[src/design/gmiq_pkg.sv]
// Shared widths, codes, lookup tables and item types of the grid incidence query block.
package gmiq_pkg;

  localparam int ID_W        = 21;
  localparam int DIM_REG_W   = 11;
  localparam int MAX_DIM_DEF = 1024;
  localparam int CFG_ADDR_W  = 2;
  localparam int DIV_STEPS   = 3;
  localparam int QDEPTH      = 2;

  typedef enum logic [CFG_ADDR_W-1:0] {
    CFG_DIM_X  = 2'd0,
    CFG_DIM_Y  = 2'd1,
    CFG_WRAP_X = 2'd2,
    CFG_WRAP_Y = 2'd3
  } cfg_idx_t;

  typedef enum logic [2:0] {
    KIND_NODE = 3'd0,
    KIND_EDGE = 3'd1,
    KIND_FACE = 3'd2,
    KIND_CELL = 3'd3,
    KIND_BAD  = 3'd4
  } kind_t;

  typedef enum logic [1:0] {
    DIV_IDLE,
    DIV_RUN,
    DIV_DONE
  } div_st_t;

  localparam logic signed [1:0] ORI_NONE = 2'sb00;
  localparam logic signed [1:0] ORI_POS  = 2'sb01;
  localparam logic signed [1:0] ORI_NEG  = 2'sb11;

  // orientation of each edge of a face, and of each face of an edge
  localparam logic signed [1:0] FACE_EDGE_ORI [4] = '{ORI_POS, ORI_POS, ORI_NEG, ORI_NEG};
  localparam logic signed [1:0] EDGE_FACE_ORI [2][2] =
    '{'{ORI_POS, ORI_NEG}, '{ORI_NEG, ORI_POS}};
  localparam logic [1:0] EDGE_FACE_SLOT [2][2] = '{'{2'd0, 2'd2}, '{2'd3, 2'd1}};

  // classified query: command, edge direction, node-only flag
  typedef struct packed {
    logic cmd;
    logic t;
    logic node_sel;
  } qry_t;

  // queue entry: query plus grid position to split
  typedef struct packed {
    qry_t            q;
    logic [ID_W-1:0] pos;
  } qent_t;

endpackage

[src/design/gmiq_front.sv]
// Front end: accepts query words, classifies them and buffers them in a short queue.
module gmiq_front
  import gmiq_pkg::*;
(
  input  logic            clk,
  input  logic            rst_n,
  input  logic            in_vld,
  output logic            in_rdy,
  input  logic            in_cmd,
  input  logic [ID_W-1:0] in_elem_id,
  input  logic            in_node_sel,
  output logic            deq_vld,
  input  logic            deq_rdy,
  output qent_t           deq
);

  localparam int PTR_W = (QDEPTH > 1) ? $clog2(QDEPTH) : 1;
  localparam int CNT_W = $clog2(QDEPTH + 1);

  qent_t            q_mem [QDEPTH];
  logic [PTR_W-1:0] wp_r, wp_nxt;
  logic [PTR_W-1:0] rp_r, rp_nxt;
  logic [CNT_W-1:0] cnt_r, cnt_nxt;
  qent_t            ent;
  logic             push, pop;

  // split the id into position and edge direction
  always_comb begin
    ent.q.cmd      = in_cmd;
    ent.q.t        = in_cmd & in_elem_id[0];
    ent.q.node_sel = in_node_sel;
    ent.pos        = in_cmd ? {1'b0, in_elem_id[ID_W-1:1]} : in_elem_id;
  end

  assign in_rdy  = (cnt_r != CNT_W'(QDEPTH));
  assign deq_vld = (cnt_r != '0);
  assign deq     = q_mem[rp_r];
  assign push    = in_vld && in_rdy;
  assign pop     = deq_vld && deq_rdy;

  // advance pointers and fill count
  always_comb begin
    wp_nxt  = wp_r;
    rp_nxt  = rp_r;
    cnt_nxt = cnt_r;
    if (push) begin
      wp_nxt = (wp_r == PTR_W'(QDEPTH - 1)) ? '0 : wp_r + PTR_W'(1);
    end
    if (pop) begin
      rp_nxt = (rp_r == PTR_W'(QDEPTH - 1)) ? '0 : rp_r + PTR_W'(1);
    end
    if (push && !pop) begin
      cnt_nxt = cnt_r + CNT_W'(1);
    end else if (pop && !push) begin
      cnt_nxt = cnt_r - CNT_W'(1);
    end
  end

  always_ff @(posedge clk) begin
    if (!rst_n) begin
      wp_r  <= '0;
      rp_r  <= '0;
      cnt_r <= '0;
    end else begin
      wp_r  <= wp_nxt;
      rp_r  <= rp_nxt;
      cnt_r <= cnt_nxt;
    end
  end

  // store the classified word
  always_ff @(posedge clk) begin
    if (push) begin
      q_mem[wp_r] <= ent;
    end
  end

  a_cnt_bound: assert property (@(posedge clk) disable iff (!rst_n)
    cnt_r <= CNT_W'(QDEPTH))
    else $error("queue fill count above depth");

endmodule

[src/design/gmiq_div.sv]
// Iterative divider: splits a grid position into column and row, a few quotient bits a cycle.
module gmiq_div
  import gmiq_pkg::*;
#(
  parameter int EDIM_W = DIM_REG_W
)
(
  input  logic              clk,
  input  logic              rst_n,
  input  logic [EDIM_W-1:0] dx,
  input  logic              in_vld,
  output logic              in_rdy,
  input  qent_t             in_ent,
  output logic              res_vld,
  input  logic              res_rdy,
  output logic [EDIM_W-1:0] res_i,
  output logic [ID_W-1:0]   res_j,
  output qry_t              res_q
);

  localparam int CYC   = (ID_W + DIV_STEPS - 1) / DIV_STEPS;
  localparam int PAD_W = CYC * DIV_STEPS;
  localparam int CNT_W = (CYC > 1) ? $clog2(CYC) : 1;

  div_st_t           st_r, st_nxt;
  logic [CNT_W-1:0]  cnt_r;
  logic [PAD_W-1:0]  quo_r;
  logic [EDIM_W-1:0] rem_r;
  qry_t              q_r;
  logic [EDIM_W:0]   r;
  logic [PAD_W-1:0]  qv;
  logic              load;

  // restoring division steps for this cycle
  always_comb begin
    r  = {1'b0, rem_r};
    qv = quo_r;
    for (int k = 0; k < DIV_STEPS; k++) begin
      r  = {r[EDIM_W-1:0], qv[PAD_W-1]};
      qv = {qv[PAD_W-2:0], 1'b0};
      if (r >= {1'b0, dx}) begin
        r     = r - {1'b0, dx};
        qv[0] = 1'b1;
      end
    end
  end

  // sequence load, iterate and hold
  always_comb begin
    st_nxt  = st_r;
    in_rdy  = 1'b0;
    res_vld = 1'b0;
    unique case (st_r)
      DIV_IDLE: begin
        in_rdy = 1'b1;
        if (in_vld) begin
          st_nxt = DIV_RUN;
        end
      end
      DIV_RUN: begin
        if (cnt_r == CNT_W'(CYC - 1)) begin
          st_nxt = DIV_DONE;
        end
      end
      DIV_DONE: begin
        res_vld = 1'b1;
        in_rdy  = res_rdy;
        if (res_rdy) begin
          st_nxt = in_vld ? DIV_RUN : DIV_IDLE;
        end
      end
      default: st_nxt = DIV_IDLE;
    endcase
  end

  assign load = in_vld && in_rdy;

  always_ff @(posedge clk) begin
    if (!rst_n) begin
      st_r <= DIV_IDLE;
    end else begin
      st_r <= st_nxt;
    end
  end

  // load the dividend, then shift the quotient in
  always_ff @(posedge clk) begin
    if (load) begin
      quo_r <= PAD_W'(in_ent.pos);
      rem_r <= '0;
      cnt_r <= '0;
      q_r   <= in_ent.q;
    end else if (st_r == DIV_RUN) begin
      quo_r <= qv;
      rem_r <= r[EDIM_W-1:0];
      cnt_r <= cnt_r + CNT_W'(1);
    end
  end

  assign res_i = rem_r;
  assign res_j = quo_r[ID_W-1:0];
  assign res_q = q_r;

  a_rem_below_dim: assert property (@(posedge clk) disable iff (!rst_n)
    (st_r == DIV_DONE && dx != '0) |-> (rem_r < dx))
    else $error("division remainder not below divisor");

  a_load_runs: assert property (@(posedge clk) disable iff (!rst_n)
    load |=> (st_r == DIV_RUN && cnt_r == '0))
    else $error("accepted word did not start division");

endmodule

[src/design/gmiq_emit.sv]
// Back end: checks the position, forms neighbor ids and streams the result words.
module gmiq_emit
  import gmiq_pkg::*;
#(
  parameter int EDIM_W = DIM_REG_W
)
(
  input  logic              clk,
  input  logic              rst_n,
  input  logic [EDIM_W-1:0] dx,
  input  logic [EDIM_W-1:0] dy,
  input  logic              wrap_x,
  input  logic              wrap_y,
  input  logic              d_vld,
  output logic              d_rdy,
  input  logic [EDIM_W-1:0] d_i,
  input  logic [ID_W-1:0]   d_j,
  input  qry_t              d_q,
  output logic              out_vld,
  input  logic              out_rdy,
  output kind_t             out_kind,
  output logic [ID_W-1:0]   out_ref,
  output logic signed [1:0] out_ori,
  output logic [1:0]        out_slot,
  output logic              out_last
);

  localparam int PROD_W = 2 * EDIM_W;
  localparam int IDX_W  = 4;

  typedef struct packed {
    logic              col_b;
    logic              row_b;
    kind_t             kind;
    logic              odd;
    logic signed [1:0] ori;
    logic [1:0]        slot;
    logic              last;
  } wsel_t;

  // pick column, row and tags of result word idx
  function automatic wsel_t word_sel(input logic [IDX_W-1:0] idx, input qry_t q,
                                     input logic bad);
    wsel_t w;
    w = '{col_b: 1'b0, row_b: 1'b0, kind: KIND_NODE, odd: 1'b0, ori: ORI_NONE,
          slot: 2'd0, last: 1'b0};
    if (bad) begin
      w.kind = KIND_BAD;
      w.last = 1'b1;
    end else if (!q.cmd) begin
      unique case (idx)
        4'd0: ;
        4'd1: w.col_b = 1'b1;
        4'd2: begin
          w.col_b = 1'b1;
          w.row_b = 1'b1;
        end
        4'd3: begin
          w.row_b = 1'b1;
          w.last  = q.node_sel;
        end
        4'd4: begin
          w.kind = KIND_EDGE;
          w.ori  = FACE_EDGE_ORI[0];
        end
        4'd5: begin
          w.kind  = KIND_EDGE;
          w.col_b = 1'b1;
          w.odd   = 1'b1;
          w.ori   = FACE_EDGE_ORI[1];
        end
        4'd6: begin
          w.kind  = KIND_EDGE;
          w.row_b = 1'b1;
          w.ori   = FACE_EDGE_ORI[2];
        end
        4'd7: begin
          w.kind = KIND_EDGE;
          w.odd  = 1'b1;
          w.ori  = FACE_EDGE_ORI[3];
        end
        default: begin
          w.kind = KIND_CELL;
          w.ori  = ORI_POS;
          w.last = 1'b1;
        end
      endcase
    end else begin
      unique case (idx[1:0])
        2'd0: ;
        2'd1: begin
          w.col_b = !q.t;
          w.row_b = q.t;
          w.last  = q.node_sel;
        end
        2'd2: begin
          w.kind = KIND_FACE;
          w.ori  = EDGE_FACE_ORI[q.t][0];
          w.slot = EDGE_FACE_SLOT[q.t][0];
        end
        default: begin
          w.kind  = KIND_FACE;
          w.col_b = q.t;
          w.row_b = !q.t;
          w.ori   = EDGE_FACE_ORI[q.t][1];
          w.slot  = EDGE_FACE_SLOT[q.t][1];
          w.last  = 1'b1;
        end
      endcase
    end
    return w;
  endfunction

  logic [EDIM_W-1:0] lim_x, lim_y, jn, ip, im, jp, jm, colb, rsel;
  logic              bad;

  logic              p_vld_r;
  qry_t              p_q_r;
  logic              p_bad_r;
  logic [EDIM_W-1:0] p_i_r, p_colb_r;
  logic [PROD_W-1:0] p_rowa_r, p_rowb_r;

  logic              s_vld_r;
  logic [IDX_W-1:0]  s_idx_r;
  qry_t              s_q_r;
  logic              s_bad_r;
  logic [EDIM_W-1:0] s_i_r, s_colb_r;
  logic [PROD_W-1:0] s_rowa_r, s_rowb_r;

  logic              out_vld_r;
  kind_t             out_kind_r;
  logic [ID_W-1:0]   out_ref_r;
  logic signed [1:0] out_ori_r;
  logic [1:0]        out_slot_r;
  logic              out_last_r;

  wsel_t             w;
  logic [EDIM_W-1:0] col;
  logic [PROD_W-1:0] row;
  logic [ID_W-1:0]   node, ref_id;
  logic              slot_free, emit, s_done, s_load, p_load;

  // bounds test and wrapped neighbor coordinates
  always_comb begin
    lim_x = wrap_x ? dx : dx - EDIM_W'(1);
    lim_y = wrap_y ? dy : dy - EDIM_W'(1);
    bad   = (dx == '0) || (dy == '0) || (d_i >= lim_x) || (d_j >= ID_W'(lim_y));
    jn    = d_j[EDIM_W-1:0];
    ip    = (d_i == dx - EDIM_W'(1)) ? '0 : d_i + EDIM_W'(1);
    im    = (d_i == '0) ? dx - EDIM_W'(1) : d_i - EDIM_W'(1);
    jp    = (jn == dy - EDIM_W'(1)) ? '0 : jn + EDIM_W'(1);
    jm    = (jn == '0) ? dy - EDIM_W'(1) : jn - EDIM_W'(1);
    colb  = (d_q.cmd && d_q.t) ? im : ip;
    rsel  = (d_q.cmd && !d_q.t) ? jm : jp;
  end

  // handshake between prep stage, word sequencer and output register
  assign slot_free = !out_vld_r || out_rdy;
  assign emit      = s_vld_r && slot_free;
  assign w         = word_sel(s_idx_r, s_q_r, s_bad_r);
  assign s_done    = emit && w.last;
  assign s_load    = p_vld_r && (!s_vld_r || s_done);
  assign d_rdy     = !p_vld_r || s_load;
  assign p_load    = d_vld && d_rdy;

  // form the id of the current word
  always_comb begin
    col    = w.col_b ? s_colb_r : s_i_r;
    row    = w.row_b ? s_rowb_r : s_rowa_r;
    node   = ID_W'(col) + ID_W'(row);
    ref_id = node;
    if (s_bad_r) begin
      ref_id = '0;
    end else if (w.kind == KIND_EDGE) begin
      ref_id = {node[ID_W-2:0], w.odd};
    end
  end

  always_ff @(posedge clk) begin
    if (!rst_n) begin
      p_vld_r   <= 1'b0;
      s_vld_r   <= 1'b0;
      out_vld_r <= 1'b0;
    end else begin
      if (p_load) begin
        p_vld_r <= 1'b1;
      end else if (s_load) begin
        p_vld_r <= 1'b0;
      end
      if (s_load) begin
        s_vld_r <= 1'b1;
      end else if (s_done) begin
        s_vld_r <= 1'b0;
      end
      if (emit) begin
        out_vld_r <= 1'b1;
      end else if (out_rdy) begin
        out_vld_r <= 1'b0;
      end
    end
  end

  // prep stage: validity, neighbor columns and row bases
  always_ff @(posedge clk) begin
    if (p_load) begin
      p_q_r    <= d_q;
      p_bad_r  <= bad;
      p_i_r    <= d_i;
      p_colb_r <= colb;
      p_rowa_r <= PROD_W'(dx) * PROD_W'(jn);
      p_rowb_r <= PROD_W'(dx) * PROD_W'(rsel);
    end
  end

  // sequencer: hold the query, advance the word index
  always_ff @(posedge clk) begin
    if (s_load) begin
      s_idx_r  <= '0;
      s_q_r    <= p_q_r;
      s_bad_r  <= p_bad_r;
      s_i_r    <= p_i_r;
      s_colb_r <= p_colb_r;
      s_rowa_r <= p_rowa_r;
      s_rowb_r <= p_rowb_r;
    end else if (emit) begin
      s_idx_r <= s_idx_r + IDX_W'(1);
    end
  end

  // output register
  always_ff @(posedge clk) begin
    if (emit) begin
      out_kind_r <= w.kind;
      out_ref_r  <= ref_id;
      out_ori_r  <= w.ori;
      out_slot_r <= w.slot;
      out_last_r <= w.last;
    end
  end

  assign out_vld  = out_vld_r;
  assign out_kind = out_kind_r;
  assign out_ref  = out_ref_r;
  assign out_ori  = out_ori_r;
  assign out_slot = out_slot_r;
  assign out_last = out_last_r;

  a_bad_single: assert property (@(posedge clk) disable iff (!rst_n)
    (s_vld_r && s_bad_r) |-> (s_idx_r == '0))
    else $error("invalid query sequenced past its single word");

  a_idx_bound: assert property (@(posedge clk) disable iff (!rst_n)
    s_vld_r |-> (s_idx_r <= IDX_W'(8)))
    else $error("word index beyond the ninth result");

endmodule

[src/design/grid_mesh_incidence_query.sv]
// Top level: configuration registers and the front, divider and emitter chain.
// Throughput: one result word per cycle while out_tready is high; a full face query gives 9
// result words, a full edge query 4, node-only queries 4 or 2; the column/row divider
// (7 iterations of 3 quotient bits) takes the next query only as it hands off its result,
// so it sets the pace for the short queries.
// Reset: dim_x = dim_y = 1024, no wrap, queue and pipeline empty; no clearing pass.
module grid_mesh_incidence_query
  import gmiq_pkg::*;
#(
  parameter int MAX_DIM = MAX_DIM_DEF
)
(
  input  logic                  clk,
  input  logic                  rst_n,
  input  logic                  in_tvalid,
  output logic                  in_tready,
  input  logic [23:0]           in_tdata,   // elem_id[20:0], node_sel[21], zero pad
  input  logic                  in_tuser,   // cmd
  output logic                  out_tvalid,
  input  logic                  out_tready,
  output logic [31:0]           out_tdata,  // ref_id[20:0], orientation[22:21],
                                            // local_slot[24:23], zero pad
  output logic [2:0]            out_tuser,  // kind
  output logic                  out_tlast,
  input  logic                  cfg_valid,
  output logic                  cfg_ready,
  input  logic [CFG_ADDR_W-1:0] cfg_addr,
  input  logic [DIM_REG_W-1:0]  cfg_data
);

  localparam int DMAX   = (MAX_DIM < (1 << DIM_REG_W) - 1) ? MAX_DIM : (1 << DIM_REG_W) - 1;
  localparam int EDIM_W = $clog2(DMAX + 1);

  logic [DIM_REG_W-1:0] dim_x_r, dim_y_r;
  logic                 wrap_x_r, wrap_y_r;
  logic [EDIM_W-1:0]    dx, dy;

  qent_t                deq;
  logic                 deq_vld, deq_rdy;
  logic                 d_vld, d_rdy;
  logic [EDIM_W-1:0]    d_i;
  logic [ID_W-1:0]      d_j;
  qry_t                 d_q;

  kind_t                o_kind;
  logic [ID_W-1:0]      o_ref;
  logic signed [1:0]    o_ori;
  logic [1:0]           o_slot;

  // configuration writes
  assign cfg_ready = 1'b1;

  always_ff @(posedge clk) begin
    if (!rst_n) begin
      dim_x_r  <= DIM_REG_W'(1024);
      dim_y_r  <= DIM_REG_W'(1024);
      wrap_x_r <= 1'b0;
      wrap_y_r <= 1'b0;
    end else if (cfg_valid && cfg_ready) begin
      unique case (cfg_idx_t'(cfg_addr))
        CFG_DIM_X:  dim_x_r  <= cfg_data;
        CFG_DIM_Y:  dim_y_r  <= cfg_data;
        CFG_WRAP_X: wrap_x_r <= cfg_data[0];
        CFG_WRAP_Y: wrap_y_r <= cfg_data[0];
      endcase
    end
  end

  // clamp dimensions to the supported maximum
  assign dx = (dim_x_r > DIM_REG_W'(DMAX)) ? EDIM_W'(DMAX) : dim_x_r[EDIM_W-1:0];
  assign dy = (dim_y_r > DIM_REG_W'(DMAX)) ? EDIM_W'(DMAX) : dim_y_r[EDIM_W-1:0];

  gmiq_front u_front (
    .clk         (clk),
    .rst_n       (rst_n),
    .in_vld      (in_tvalid),
    .in_rdy      (in_tready),
    .in_cmd      (in_tuser),
    .in_elem_id  (in_tdata[ID_W-1:0]),
    .in_node_sel (in_tdata[ID_W]),
    .deq_vld     (deq_vld),
    .deq_rdy     (deq_rdy),
    .deq         (deq)
  );

  gmiq_div #(.EDIM_W(EDIM_W)) u_div (
    .clk     (clk),
    .rst_n   (rst_n),
    .dx      (dx),
    .in_vld  (deq_vld),
    .in_rdy  (deq_rdy),
    .in_ent  (deq),
    .res_vld (d_vld),
    .res_rdy (d_rdy),
    .res_i   (d_i),
    .res_j   (d_j),
    .res_q   (d_q)
  );

  gmiq_emit #(.EDIM_W(EDIM_W)) u_emit (
    .clk      (clk),
    .rst_n    (rst_n),
    .dx       (dx),
    .dy       (dy),
    .wrap_x   (wrap_x_r),
    .wrap_y   (wrap_y_r),
    .d_vld    (d_vld),
    .d_rdy    (d_rdy),
    .d_i      (d_i),
    .d_j      (d_j),
    .d_q      (d_q),
    .out_vld  (out_tvalid),
    .out_rdy  (out_tready),
    .out_kind (o_kind),
    .out_ref  (o_ref),
    .out_ori  (o_ori),
    .out_slot (o_slot),
    .out_last (out_tlast)
  );

  // pack the result word
  assign out_tdata = {7'b0, o_slot, o_ori, o_ref};
  assign out_tuser = o_kind;

endmodule

[config.mk]
export PLATFORM = sky130hd
export DESIGN_NAME = grid_mesh_incidence_query
export DESIGN_NICKNAME = d
export VERILOG_FILES = /design/src/design/gmiq_pkg.sv /design/src/design/gmiq_front.sv /design/src/design/gmiq_div.sv /design/src/design/gmiq_emit.sv /design/src/design/grid_mesh_incidence_query.sv
export SDC_FILE = /design/constraint.sdc
export NUM_CORES = 1
export LEC_CHECK = 0
export ABC_AREA = 1
export BUFFER_PORTS_ARGS = -buffer_cell sky130_fd_sc_hd__buf_2
export CORE_MARGIN = 2
export CORE_UTILIZATION = 50
export CTS_CLUSTER_SIZE = 25
export DETAILED_ROUTE_END_ITERATION = 10
export HOLD_SLACK_MARGIN = 0.06
export PLACE_DENSITY = 0.76
export SLEW_MARGIN = 20
export SYNTH_ARGS = -nofsm -noshare
export SYNTH_HDL_FRONTEND = slang
export SYNTH_SLANG_ARGS = --single-unit
[constraint.sdc]
create_clock -name clk -period 20.1 [get_ports clk]
set_input_delay 3.015 -clock clk [delete_from_list [all_inputs] [get_ports clk]]
set_output_delay 3.015 -clock clk [all_outputs]
set_load 0.02 [all_outputs]
== Yosys cells after proc, flatten, opt, wreduce, memory -nomap -nowiden ==
Memories as Yosys holds them, arrays and structs flattened. A register that Yosys moved wholly into a read port is not among the register bits.
Index checks and enable logic that the tools add are counted.

* Bits in latches: 0
* Word-level logic and storage cells: 211
* Bits of input ports: 43
* Bits in registers: 240
* Memories: 1
* Output and inout bits: 39
* Bits in read-only memories: 0
* Memory bits (writable): 48

* Multipliers: 2
* Bitwise gates (word level): 3
* Reductions and logical operators: 52
* Divide/modulo/power cells: 0
* Add/subtract/negate cells: 16
* Muxes and demuxes: 68
* Equal/unequal tests: 22
* Shift operators: 0
* $lt $le $gt $ge: 8

{| class="wikitable"
|+ Memory list
! name !! words !! width !! read ports !! clocked after memory_dff !! wr ports !! RTL line !! text
|-
| u_front.q_mem || 2 || 24 || 1 || 1 || 1 || gmiq_front.sv:20 || <nowiki>qent_t q_mem [QDEPTH];</nowiki>
|}

{| class="wikitable"
|+ Operators by type and width
! kind !! count
|-
| $mux 11 || 14
|-
| $mux 21 || 5
|-
| $logic_not 11->1 || 4
|-
| $sub 11x1->11 const B || 4
|-
| $mul 11x11->21 || 2
|-
| $ge 12x11->1 || 3
|-
| $sub 11x11->11 || 3
|-
| $mux 4 || 6
|-
| $mux 1 || 23
|-
| $add 11x1->11 const B || 2
|-
| $eq 11x11->1 || 2
|-
| $gt 11x11->1 const B || 2
|-
| $add 11x21->21 || 1
|-
| $ge 21x11->1 || 1
|-
| $mux 2 || 9
|-
| $eq 4x3->1 const B || 4
|-
| $pmux 2 s2 || 3
|-
| $reduce_bool 2->1 || 6
|-
| $ge 11x11->1 || 1
|-
| $logic_and 1x1->1 || 10
|-
| $mux 5 || 2
|-
| $reduce_or 2->1 || 5
|-
| $eq 2x2->1 const B || 4
|-
| $eq 4x2->1 const B || 2
|-
| other kinds (28) || 53
|}

== Longest topological paths before layout ==
Gate-level depths: netlist of run 1.

* Depth after elaboration: 14
* Mapped depth: 49
* Depth with buffers taken out: 47

== Hierarchy ==
A second synthesis of run 1 with hierarchy kept.

* Cell total of the unflattened synthesis: 2,945
* Area total of the unflattened synthesis: 24,952.7 um^2

{| class="wikitable"
|+ By module, submodules not included
! module !! area each (um^2) !! seq. area each (um^2) !! cells an instance !! times used
|-
| gmiq_emit || 17,571.9 || 5,094.9 || 2,021 || 1
|-
| gmiq_div || 3,916.3 || 1,041.0 || 599 || 1
|-
| gmiq_front || 2,326.0 || 1,541.5 || 168 || 1
|-
| grid_mesh_incidence_query || 1,138.6 || 480.5 || 157 || 1
|}

== Least setup slack after synthesis of run 1 ==
OpenSTA, ideal clock, no wires.

* Path kind: input to register
* From: input port out_tready
* To: register u_emit.s_bad_r (enable)
* Data required time: 19.577 ns
* Stages on the path: 6
* Setup time: 0.523 ns
* Path slack: 12.133 ns
* Arrival: 7.444 ns
* Cell sequence: inv_1 > nand2_1 > nand2_1 > inv_1 > nand2_1 > a21oi_1

* Longest elaborated chain between the ends: 5

{| class="wikitable"
|+ Ends and longest elaborated chain
! item !! RTL line !! text
|-
| from (decl) || grid_mesh_incidence_query.sv:20 || <nowiki>input logic out_tready,</nowiki>
|-
| $logic_or 1x1->1 || gmiq_emit.sv:158 || <nowiki>assign slot_free = !out_vld_r || out_rdy;</nowiki>
|-
| $logic_and 1x1->1 || gmiq_emit.sv:159 || <nowiki>assign emit = s_vld_r && slot_free;</nowiki>
|-
| net u_emit.emit || gmiq_emit.sv:141 || <nowiki>logic slot_free, emit, s_done, s_load, p_load;</nowiki>
|-
| $logic_and 1x1->1 || gmiq_emit.sv:161 || <nowiki>assign s_done = emit && w.last;</nowiki>
|-
| $logic_or 1x1->1 || gmiq_emit.sv:162 || <nowiki>assign s_load = p_vld_r && (!s_vld_r || s_done);</nowiki>
|-
| $logic_and 1x1->1 || gmiq_emit.sv:162 ||
|-
| net u_emit.s_load || gmiq_emit.sv:141 ||
|-
| to (signal assigned) || gmiq_emit.sv:220 || <nowiki>s_bad_r <= p_bad_r;</nowiki>
|-
| to (decl) || gmiq_emit.sv:126 || <nowiki>logic s_bad_r;</nowiki>
|}

The timed path passes the listed nets, and every way through them passes these cells.
A chain may end at the register's enable or synchronous reset.

== Worst setup path after layout of run 1 ==
* From: register dim_x_r[10]
* To: register u_div.rem_r[8], in the netlist u_div.res_i[8]

* Longest elaborated chain between the ends: 8

{| class="wikitable"
|+ Ends and longest elaborated chain
! item !! RTL line !! text
|-
| from (decl) || grid_mesh_incidence_query.sv:34 || <nowiki>logic [DIM_REG_W-1:0] dim_x_r, dim_y_r;</nowiki>
|-
| from (signal assigned) || grid_mesh_incidence_query.sv:61 || <nowiki>CFG_DIM_X: dim_x_r <= cfg_data;</nowiki>
|-
| $gt 11x11->1 || grid_mesh_incidence_query.sv:70 || <nowiki>assign dx = (dim_x_r > DIM_REG_W'(DMAX)) ? EDIM_W'(DMAX) : dim_x_r[EDIM_W-1:0];</nowiki>
|-
| $mux 11 (*) || grid_mesh_incidence_query.sv:70 ||
|-
| $sub 11x11->11 / $ge 12x11->1 (equally long branches) || gmiq_div.sv:42, gmiq_div.sv:41 ||
|-
| $mux 11 || gmiq_div.sv:41 || <nowiki>if (r >= {1'b0, dx}) begin</nowiki>
|-
| $sub 11x11->11 / $ge 12x11->1 (equally long branches) || gmiq_div.sv:42, gmiq_div.sv:41 ||
|-
| $mux 11 || gmiq_div.sv:41 ||
|-
| $sub 11x11->11 / $ge 12x11->1 (equally long branches) || gmiq_div.sv:42, gmiq_div.sv:41 ||
|-
| $mux 11 (*) || gmiq_div.sv:41 ||
|-
| to (signal assigned) || gmiq_div.sv:95 || <nowiki>rem_r <= r[EDIM_W-1:0];</nowiki>
|-
| to (decl) || gmiq_div.sv:28 || <nowiki>logic [EDIM_W-1:0] rem_r;</nowiki>
|}

Mark *: on every way between the ends. The rest lies on a longest branch, timed or not.

==> results of run 1 <==
-- stage by stage --
step	worst slack (ns)	hold WS (ns)	utilization (%)
global route	10.26	0.423	54.6
floorplan	12.13	0.400	-
global placement	11.22	0.404	52.3
finish	10.87	0.416	54.6
CTS	11.03	0.415	54.6
detailed placement	11.06	0.405	52.4
-- routing by layer --
layer	wire, um	GRT usage [%]
met5	0	0
met4	2370	9.29
met3	4770	2.96
met2	28800	42.5
met1	25300	32.1
-- state kept, by name, indices dropped and copies added (netlist names), 21 cells and up, named ones only --
register         flops
u_emit.s_rowa_r     21
u_emit.p_rowa_r     21
u_emit.s_rowb_r     21
u_div.res_j         21
u_emit.out_ref      21
u_emit.p_rowb_r     21
u_front.q_mem       48
-- power by group --
part | total (uW) | internal [uW] | switching (uW)
Clock | 593 | 357 | 235
Sequential | 907 | 772 | 135
Combinational | 2220 | 770 | 1450
-- critical path, delay by kind of cell, from the launching register on --
family | cells | cell delay [ns]
simple gates | 20 | 3.63
compound gates | 9 | 2.19
fa+ha+maj | 3 | 1.27
flops | 1 | 0.31
buf+inv | 5 | 1.70
-- placed cells by master, fill, tap and decap left out, types with 4 or more instances in the layout --
| master | Yosys | layout |
|---|---|---|
| buf_4 | 8 | 18 |
| o221ai_1 | 5 | 5 |
| nand3b_1 | 6 | 6 |
| nand2_1 | 544 | 544 |
| o21ai_0 | 175 | 175 |
| a21oi_1 | 193 | 192 |
| bufinv_16 | 0 | 7 |
| fa_1 | 162 | 162 |
| nand3_1 | 106 | 106 |
| xnor2_1 | 21 | 21 |
| xor2_1 | 91 | 91 |
| o211ai_1 | 40 | 40 |
| inv_2 | 7 | 9 |
| mux2_2 | 26 | 26 |
| dfxtp_1 | 52 | 52 |
| nand2_8 | 4 | 4 |
| ha_1 | 195 | 195 |
| nand2_2 | 8 | 8 |
| clkbuf_16 | 0 | 29 |
| clkinv_1 | 9 | 13 |
| nor2_1 | 231 | 229 |
| inv_1 | 445 | 443 |
| edfxtp_1 | 237 | 237 |
| or2_2 | 7 | 7 |
| o21bai_1 | 8 | 8 |
| nor3_1 | 23 | 23 |
| a31oi_1 | 9 | 9 |
| buf_2 | 3 | 72 |
| o31ai_1 | 5 | 5 |
| nor4_1 | 13 | 13 |
| conb_1 | 2 | 8 |
| clkinv_2 | 0 | 4 |
| clkinv_4 | 0 | 5 |
| nand4_1 | 18 | 18 |
-- synth_stat cells, types with 3 or more instances --
cell / count
a21o_1: 3
o21ai_1: 4
nor3_1: 23
nand3b_1: 6
o22ai_1: 3
nand3_1: 106
or2_2: 7
o211ai_1: 40
xor2_1: 91
fa_1: 162
clkinv_1: 9
a31oi_1: 9
nor2_1: 231
buf_2: 3
dfxtp_1: 52
o221ai_1: 5
o21bai_1: 8
a21oi_1: 193
mux2_2: 26
o21ai_0: 175
buf_4: 8
nor2_2: 3
a211oi_1: 3
xnor2_1: 21
nand4_1: 18
inv_1: 445
nand2_1: 544
nand2_4: 3
a221oi_1: 3
nand2_8: 4
nand2_2: 8
edfxtp_1: 237
nor4_1: 13
o2111ai_1: 3
o31ai_1: 5
ha_1: 195
clkbuf_1: 71
inv_2: 7
buf_1: 8
-- area by class of cell --
class	instances	area, um^2
Multi-Input combinational cell	1942	13700
Clock inverter	23	324
Tap cell	615	769
Inverter	461	1730
Clock buffer	31	733
Timing Repair Buffer	90	495
Sequential cell	289	8160
Fill cell	4214	21500
-- cell families (layout without fill, tap and decap cells) --
family          Yosys count  count (layout)  synth area share, %
compound gates          465             465                 10.8
mux                      28              28                 1.31
flops                   289             289                 34.1
xor+xnor                112             112                 4.10
simple gates            972             972                 17.0
fa+ha+maj               357             357                 23.8
buf+inv                 553             605                 8.88
other cells               2               8               0.0314
-- path summary, 6_finish.rpt --
kind | startpoint | to | slack [ns]
max | dim_x_r[10]$_SDFFE_PN1P_ | u_div.res_i[8]$_SDFFE_PP0P_ | 10.87
min | u_emit.p_i_r[1]$_DFFE_PP_ | u_emit.s_i_r[1]$_DFFE_PP_ | 0.42
max reg2reg | dim_x_r[10]$_SDFFE_PN1P_ | u_div.res_i[8]$_SDFFE_PP0P_ | 10.87
min reg2reg | u_emit.p_i_r[1]$_DFFE_PP_ | u_emit.s_i_r[1]$_DFFE_PP_ | 0.42
==> summary.md, run 1 <==
| Metric | Value |
|---|---|
| Crit start category | flip-flop |
| Worst-margin pin slew | between 1 and 1.5 ns |
| Share of cells above drive strength 1 | 7.30% |
| Clock latency on the worst-skew pair | just under 0.6 ns |
| Worst Hold Depth | 0 |
| DR pass1 iterations | 8 |
| Antenna-violating nets left | 0 |
| Max Cap Viol | 0 |
| Yosys cell types | between 50 and 60 |
| Post-DP HPWL | 46500 um |
| R2r worst-path depth | 37 |
| Hold buffer count at CTS | 0 |
| Max_slew headroom | 27.1% |
| Worst Path Required | approximately 21 ns |
| Fin Setup TNS | 0 ns |
| Setup violators final | 0 |
| Primary FF master, synth | edfxtp_1 |
| Worst-case clock buffer depth | 3 |
| Die area | 49600 um^2 |
| Initial core utilization | between 50% and 60% |
| DRC | 0 |
| Initial antenna violation count | 1 |
| Worst-path fanout max | 21 |
| Clock root buffer master | clkbuf_16 |
| TritonCTS Buffers | 29 |
| Crit end category | flip-flop |
| Synth top area cells | edfxtp_1 (30%), fa_1 (14%), ha_1 (10%) |
| Total gr overflow | 0 |
| Critical path class | reg2reg |
| GRT Util Overall | 24.7% |
| Floorplan row count | 80 |
| Final Hold Violating Endpoints | 0 |
| Post-synthesis sequential area ratio | 34.1% |
| Core area | 47400 um^2 |
| Arr. time, crit path | 9.68 ns |
| Avg Cell Area, Syn | 8.61 um^2 |
| First-pass GRT wire length | 97700 um |
| Post-Syn Instances | about 2800 |
| Async SR Flop Fraction | 0% |
| Outcome | complete, no violations |
| Routed WL per cell | 17.8 um |
| YS warnings | 0 |
| Synth top area share | between 20% and 30% |
| Wirelength, routed | 61300 um |
| Via count | 19300 |
| Worst Skew | 0.0145 ns |
| Vias in the first global route | 19000 |
| CP dominant cell by count | nand2_1 |
| Post_cts resized | 0 |
| Pin count of the biggest net entering global routing | 73 |
| Clock transition at path regs | 0.06 ns |
| Clk sinks | between 200 and 300 |
| Peak VDD IR | between 0.15 and 0.2 mV |
| Fmax | 108 MHz |
| P_leak | 0.0119 uW |
| CTS H-tree lvls | 1 |
| Netlist Area Pre-Place | between 20000 and 25000 um^2 |
| HP Class | reg2reg |
| DR vias/cell | 5.58 |
| Initial DRC count | ~1700 |
| Slowest stage delay, CP | 0.71 ns |
| CTS tree | yes |
| Pwr/cell area | 144 nW/um^2 |
| Final Cell Area | 25900 um^2 |
| Area delta synth->final | 8.28% |
| Ant. Diodes | 0 |
| Power, Total | roughly 3700 uW |
| Cell area after placement | ~25000 um^2 |
| CP max-delay cell | nor2_1 |
| Slew Limit Fails | 0 |
| I/O Buffers | 71 |
| Final period utilization | a little under half |
| IO Count | 82 |
| EDFF count, synth | 237 |
| Leading area contributor after synthesis | edfxtp_1 |
| GP Congestion | 0.939 |
| Post-layout nets | 3213 |
| Die X | 223 um |
| Final Non-Filler Cells | 3451 |
| Unrepaired setup endpoints after global routing | false |
| Die H | 223 um |
| Register bit count reported by yosys | 289 |
| Cell Count Post-Placement | between 3000 and 4000 |
| Setup bufs post-CTS | 0 |
| Final min period | 9.23 ns |
No activity file was read; power rests on OpenSTA's default activity.
==> inputs of run 2 (changes only) <==
PLACE_DENSITY = 0.79   (was 0.76)
clock period = 7.8 ns   (was 20.1 ns; I/O delays follow)
==> run 2 against run 1 <==
  * Setup slack worse by 11 ns
  * Clock-buffer cell count increased by 10
  * Global-route usage up 0.78 points
  * Hold slack hardly changed
  * Wire length is 2.8% higher
  * Core utilization grew 1.0 points
  * Sequential cell count unchanged
  * Clock skew rose by 0.0027 ns
  * Total power increased to 2.6 times the previous value
  * Critical path type unchanged
  * Critical endpoint is now u_emit.p_rowb_r[19]$_DFFE_PP_
==> summary.md, run 2 (synthesis results as in run 1) <==
| Metric | Value |
|---|---|
| Outcome | complete, no violations |
| Area delta synth->final | 10.3% |
| Most frequent cells in the layout | nand2_1 (540), inv_1 (443), edfxtp_1 (237) |
| Worst-path fanout max | 7 (-67%) |
| Die area | 49600 um^2 (unchanged) |
| Initial antenna violation count | 0 (-1) |
| Pwr/cell area | 373 nW/um^2 (+160%) |
| P_leak | 0.0122 uW (+2.3%) |
| Worst Path Required | 8.12 ns (-12.44 ns) |
| Arr. time, crit path | 7.81 ns (-1.87 ns) |
| Max FFs per register | 48 (unchanged) |
| CP max-delay cell | fa_1 |
| Critical path class | reg2reg |
| Peak VDD IR | 0.360 mV (+100%) |
| I/O Buffers | 71 (unchanged) |
| Vias in the first global route | 19000 (+0.15%) |
| Post-layout nets | 3273 (+1.9%) |
| Via count | 19400 (+0.61%) |
| Clk sinks | 289 (unchanged) |
| Hold Crit Start | u_emit.p_colb_r[6]$_DFFE_PP_ |
| Worst-case clock buffer depth | 3 (unchanged) |
| Final core occ | 55.6% (+1.0 points) |
| Core area | 47400 um^2 (unchanged) |
| Routed WL per cell | 17.9 um (+0.95%) |
| Max Cap Viol | 0 (unchanged) |
| Final period utilization | 95.9% (+50 points) |
| Register-to-register setup slack | 0.32 ns (-10.56 ns) |
| Fmax | 134 MHz (+23%) |
| Pin count of the biggest net entering global routing | 73 (unchanged) |
| FILL cells | 4172 (-1.0%) |
| IO Count | 82 (unchanged) |
| TritonCTS Buffers | 31 (+6.9%) |
| Hold buffer count at CTS | 0 (unchanged) |
| Worst Hold End | u_emit.s_colb_r[6]$_DFFE_PP_ |
| Wirelength, routed | 63000 um (+2.8%) |
| Max_slew headroom | 29.3% (+2.2 points) |
| Worst r2r dst | u_emit.p_rowb_r[19]$_DFFE_PP_ |
| First-pass GRT wire length | 99700 um (+2.0%) |
| GP Congestion | 1.02 (+8.7%) |
| Total gr overflow | 0 (unchanged) |
| Worst-margin pin slew | 1.06 ns (-0.0290 ns) |
| Share of cells above drive strength 1 | 9.49% (+2.2 points) |
| Initial core utilization | 50.4% (unchanged) |
| Clock root buffer master | clkbuf_16 |
| DR pass1 iterations | 5 (-3) |
| Setup violators final | 0 (unchanged) |
| HP Class | reg2reg |
| Final min period | 7.48 ns (-1.74 ns) |
| GRT Util Overall | 25.5% (+0.78 points) |
| R2r worst-path depth | 35 (-5.4%) |
| Antenna-violating nets left | 0 (unchanged) |
| RR Startpoint | dim_y_r[7]$_SDFFE_PN0P_ |
| Fin Setup TNS | 0 ns (unchanged) |
| Die H | 223 um (unchanged) |
| Slew Limit Fails | 0 (unchanged) |
| Crit end category | flip-flop |
| Worst Skew | 0.0171 ns (+0.00269 ns) |
| Slowest stage delay, CP | 0.55 ns (-0.16 ns) |
| Crit start category | flip-flop |
| DRC | 0 (unchanged) |
| Post-DP HPWL | 48200 um (+3.7%) |
| Initial DRC count | 1683 (-3.1%) |
| Clock latency on the worst-skew pair | 0.59 ns (about the same) |
| CTS H-tree lvls | 1 (unchanged) |
| Die X | 223 um (unchanged) |
| Floorplan row count | 80 (unchanged) |
| Final Hold Violating Endpoints | 0 (unchanged) |
| Commonest non-fill, non-tap cell in the layout | nand2_1 |
| Worst Hold Depth | 0 (unchanged) |
| Largest Register | u_front.q_mem |
| DR vias/cell | 5.51 (-1.2%) |
| CTS tree | yes |
| Clock transition at path regs | 0.06 ns (about the same) |
[run 2: changes by cell type in the layout (fill, tap and decap cells not counted), moves of 3 or more]
cell and change:
a21oi_1 -3, a21oi_2 +3, buf_4 +57, bufinv_16 -3, clkbuf_1 +8, clkinv_4 -5
nand2_1 -4, nand2_2 +4, nor2_2 +4, o21ai_0 -7, o21ai_1 +6
[run 2: stage by stage]
stage	setup WS (ns)	area, um^2	cells	hold slack, ns	power [uW]
3_3_place_gp	0.280	25300	3453	0.400	8020
5_1_grt	-0.0150	26400	3512	0.422	10700
6_report	0.319	26400	3513	0.416	9830
2_1_floorplan	0.559	23900	2784	0.400	6530
3_5_place_dp	0.222	25300	3453	0.405	8170
4_1_cts	0.137	26300	3510	0.416	9680
[run 2: how the worst max path moves through the flow]
stage / from / to / cells past startpoint
floorplan: dim_y_r[7]$_SDFFE_PN0P_ / u_emit.p_rowb_r[18]$_DFFE_PP_ / 37
CTS: dim_y_r[7]$_SDFFE_PN0P_ / u_emit.p_rowb_r[19]$_DFFE_PP_ / 35
global route: dim_y_r[10]$_SDFFE_PN1P_ / u_emit.p_rowb_r[19]$_DFFE_PP_ / 36
detailed placement: dim_y_r[7]$_SDFFE_PN0P_ / u_emit.p_rowb_r[19]$_DFFE_PP_ / 35
global placement: dim_y_r[7]$_SDFFE_PN0P_ / u_emit.p_rowb_r[19]$_DFFE_PP_ / 35
finish: dim_y_r[7]$_SDFFE_PN0P_ / u_emit.p_rowb_r[19]$_DFFE_PP_ / 35
[run 2: critical path: cells and delay by family (launching register included)]
kind / cells / cell delay [ns]
compound gates: 7 / 1.26
xor+xnor: 3 / 0.55
fa+ha+maj: 7 / 3.05
buf+inv: 6 / 0.48
flops: 1 / 0.35
simple gates: 12 / 1.53
[run 2: layout make-up]
cell class | count | area, um^2 | area share (%)
tap | 615 | 769 | 2.92
clock buffer | 41 | 813 | 3.08
inverter | 461 | 1730 | 6.56
timing repair buffer | 148 | 950 | 3.60
multi-input combinational | 1942 | 13800 | 52.1
clock inverter | 16 | 198 | 0.750
sequential | 289 | 8160 | 30.9
antenna | 1 | 2.50 | 0.00949
[run 2: what timing repair did]
action,CTS,global route
resized for setup,0,25
setup endpoints to repair,0,17
buffers inserted,0,2
[run 2: where the power goes]
| part | internal (uW) | switching (uW) |
|---|---|---|
| Clock | 867 | 594 |
| Sequential | 1990 | 250 |
| Combinational | 2240 | 3890 |
[run 2: routing by layer]
| layer | track usage [%] | wire [um] |
|---|---|---|
| met5 | 0 | 0 |
| met3 | 5.53 | 5490 |
| met4 | 14.0 | 4230 |
| met2 | 42.0 | 28700 |
| met1 | 31.3 | 24600 |
==> inputs of run 3 (changes only) <==
SETUP_SLACK_MARGIN = 0.4   (was not set)
==> run 3 against run 2 <==
  * Sequential power is essentially flat
  * Clock skew shrank 0.00051 ns
  * First-iteration DRC count grew 4.9%
  * Setup slack gained 0.37 ns
  * Critical endpoint is now u_emit.p_rowb_r[18]$_DFFE_PP_
  * Largest cell class unchanged
  * Highest routed layer unchanged
==> summary.md, run 3 (synthesis results as in run 1) <==
| Metric | Value |
|---|---|
| CTS H-tree lvls | 1 (unchanged) |
| Largest Register | u_front.q_mem |
| Arr. time, crit path | 7.44 ns (-0.37 ns) |
| Worst Hold End | u_emit.s_i_r[6]$_DFFE_PP_ |
| Crit end category | flip-flop |
| Wirelength, routed | 63000 um (about the same) |
| Post-DP HPWL | 48200 um (unchanged) |
| Slowest stage delay, CP | 0.59 ns (+0.04 ns) |
| Initial DRC count | 1765 (+4.9%) |
| Final min period | 7.11 ns (-0.372 ns) |
| Cell Count Post-Placement | 3453 (unchanged) |
| Die H | 223 um (unchanged) |
| P_leak | 0.0123 uW (+0.62%) |
| Final Cell Area | 26600 um^2 (+0.97%) |
| Unrepaired setup endpoints after global routing | false |
| I/O Buffers | 71 (unchanged) |
| Max Cap Viol | 0 (unchanged) |
| Area delta synth->final | 11.3% |
| Antenna-violating nets left | 0 (unchanged) |
| Final worst slack | 0.691 ns (+0.372 ns) |
| Worst-case clock buffer depth | 3 (unchanged) |
| Crit start category | flip-flop |
| Total gr overflow | 0 (unchanged) |
| CP dominant cell by count | fa_1 |
| Worst Hold Depth | 0 (unchanged) |
| Pre-CTS setup slack | 0.222 ns (unchanged) |
| Critical path class | reg2reg |
| RR Startpoint | dim_y_r[9]$_SDFFE_PN0P_ |
| Worst Skew | 0.0166 ns (-0.000513 ns) |
| CP max-delay cell | fa_1 |
| DR vias/cell | 5.53 (+0.27%) |
| Die X | 223 um (unchanged) |
| Pwr/cell area | 376 nW/um^2 (+0.88%) |
| Worst-margin pin slew | 1.08 ns (+0.0187 ns) |
| Initial antenna violation count | 0 (unchanged) |
| Peak VDD IR | 0.371 mV (+3.1%) |
| TritonCTS Buffers | 31 (unchanged) |
| Final Hold Violating Endpoints | 0 (unchanged) |
| Register-to-register setup slack | 0.69 ns (+0.37 ns) |
| Final period utilization | 91.1% (-4.8 points) |
| Pin count of the biggest net entering global routing | 73 (unchanged) |
| Routed WL per cell | 17.9 um (-0.23%) |
| R2r worst-path depth | 35 (unchanged) |
| Final core occ | 56.1% (+0.54 points) |
| DR pass1 iterations | 5 (unchanged) |
| Slew Limit Fails | 0 (unchanged) |
| Floorplan row count | 80 (unchanged) |
| Hold Crit Start | u_emit.p_i_r[6]$_DFFE_PP_ |
| IO Count | 82 (unchanged) |
| Vias in the first global route | 19100 (+0.18%) |
| Commonest non-fill, non-tap cell in the layout | nand2_1 |
| Clock root buffer master | clkbuf_16 |
| Die area | 49600 um^2 (unchanged) |
| Hold buffer count at CTS | 0 (unchanged) |
| Core area | 47400 um^2 (unchanged) |
| Initial core utilization | 50.4% (unchanged) |
| Worst-path fanout max | 7 (unchanged) |
| Worst r2r dst | u_emit.p_rowb_r[18]$_DFFE_PP_ |
| Max FFs per register | 48 (unchanged) |
| Setup violators final | 0 (unchanged) |
| CTS tree | yes |
| Post-layout nets | 3283 (+0.31%) |
| Final Non-Filler Cells | 3522 (+0.26%) |
| Max_slew headroom | 28.1% (-1.2 points) |
| Clk sinks | 289 (unchanged) |
| Fin Setup TNS | 0 ns (unchanged) |
| Fmax | 141 MHz (+5.2%) |
| First-pass GRT wire length | 99700 um (about the same) |
| GP Congestion | 1.02 (unchanged) |
| Ant. Diodes | 0 (-1) |
| Worst Path Required | 8.13 ns (about the same) |
| Clock latency on the worst-skew pair | 0.59 ns (about the same) |
| Via count | 19500 (+0.53%) |
| Outcome | complete, no violations |
| HP Class | reg2reg |
| Share of cells above drive strength 1 | 11.1% (+1.7 points) |
| Cell area after placement | 25300 um^2 (unchanged) |
| DRC | 0 (unchanged) |
| GRT Util Overall | 25.5% (about the same) |
| Most frequent cells in the layout | nand2_1 (527), inv_1 (441), edfxtp_1 (237) |
| Clock transition at path regs | 0.06 ns (about the same) |
[run 3: cell types whose count changed in the layout (fill, tap and decap cells not counted), moves of 3 or more]
cell	change
nor2_1	-6
dfxtp_1	-6
a21oi_1	-4
nand2_1	-13
dfxtp_2	+5
nand2_2	+10
nor2_2	+5
buf_4	+10
nand2_4	+3
ha_4	+3
[run 3: through the flow]
step | power (uW) | hold WS (ns)
after CTS | 9700 | 0.416
final | 10000 | 0.417
after detailed placement | 8170 | 0.405
after floorplan | 6530 | 0.400
after global placement | 8020 | 0.400
after global routing | 10900 | 0.422
[run 3: how the worst max path moves through the flow]
stage / from / to / slack [ns]
after floorplan: dim_y_r[7]$_SDFFE_PN0P_ / u_emit.p_rowb_r[18]$_DFFE_PP_ / 0.56
after global placement: dim_y_r[7]$_SDFFE_PN0P_ / u_emit.p_rowb_r[19]$_DFFE_PP_ / 0.28
after detailed placement: dim_y_r[7]$_SDFFE_PN0P_ / u_emit.p_rowb_r[19]$_DFFE_PP_ / 0.22
after CTS: dim_x_r[3]$_SDFFE_PN0P_ / u_div.res_j[0]$_DFFE_PP_ / 0.42
after global routing: dim_y_r[9]$_SDFFE_PN0P_ / u_emit.p_rowb_r[18]$_DFFE_PP_ / 0.30
final: dim_y_r[9]$_SDFFE_PN0P_ / u_emit.p_rowb_r[18]$_DFFE_PP_ / 0.69
[run 3: repair_timing]
action / in CTS / in global routing
endpoints found under the hold margin: 0 / 0
endpoints found under the setup margin: 4 / 19
pin swaps: 2 / 27
resized for setup: 12 / 66
buffers inserted: 1 / 11
[run 3: cell type report]
class,count,area [um^2]
fill,4123,20800
multi-input combinational,1942,13900
sequential,289,8170
inverter,461,1730
timing repair buffer,158,1030
clock buffer,41,813
tap,615,769
clock inverter,16,198
[run 3: layer usage]
metal / share of wire, % / global-route usage (%) / vias to the layer above
met4: 6.7 / 14.3 / 0
met5: 0 / 0 / -
li1: - / - / 9300
met2: 46 / 41.9 / 892
met3: 8.8 / 5.51 / 218
met1: 39 / 31.3 / 9065
[run 3: worst max-delay path: cells and delay by family, from the launching register on]
family | cells | cell delay [ns]
DFF | 1 | 0.33
and+or+nand+nor | 14 | 1.66
adders and majority gates | 7 | 3.18
xor gates and xnor gates | 2 | 0.24
buffers and inverters | 3 | 0.29
AOI/OAI and AO/OA | 9 | 1.14
[run 3: power breakdown]
group          total [uW]  internal (uW)  switching (uW)
Clock                1460            867             592
Combinational        6330           2350            3980
Sequential           2230           1990             243
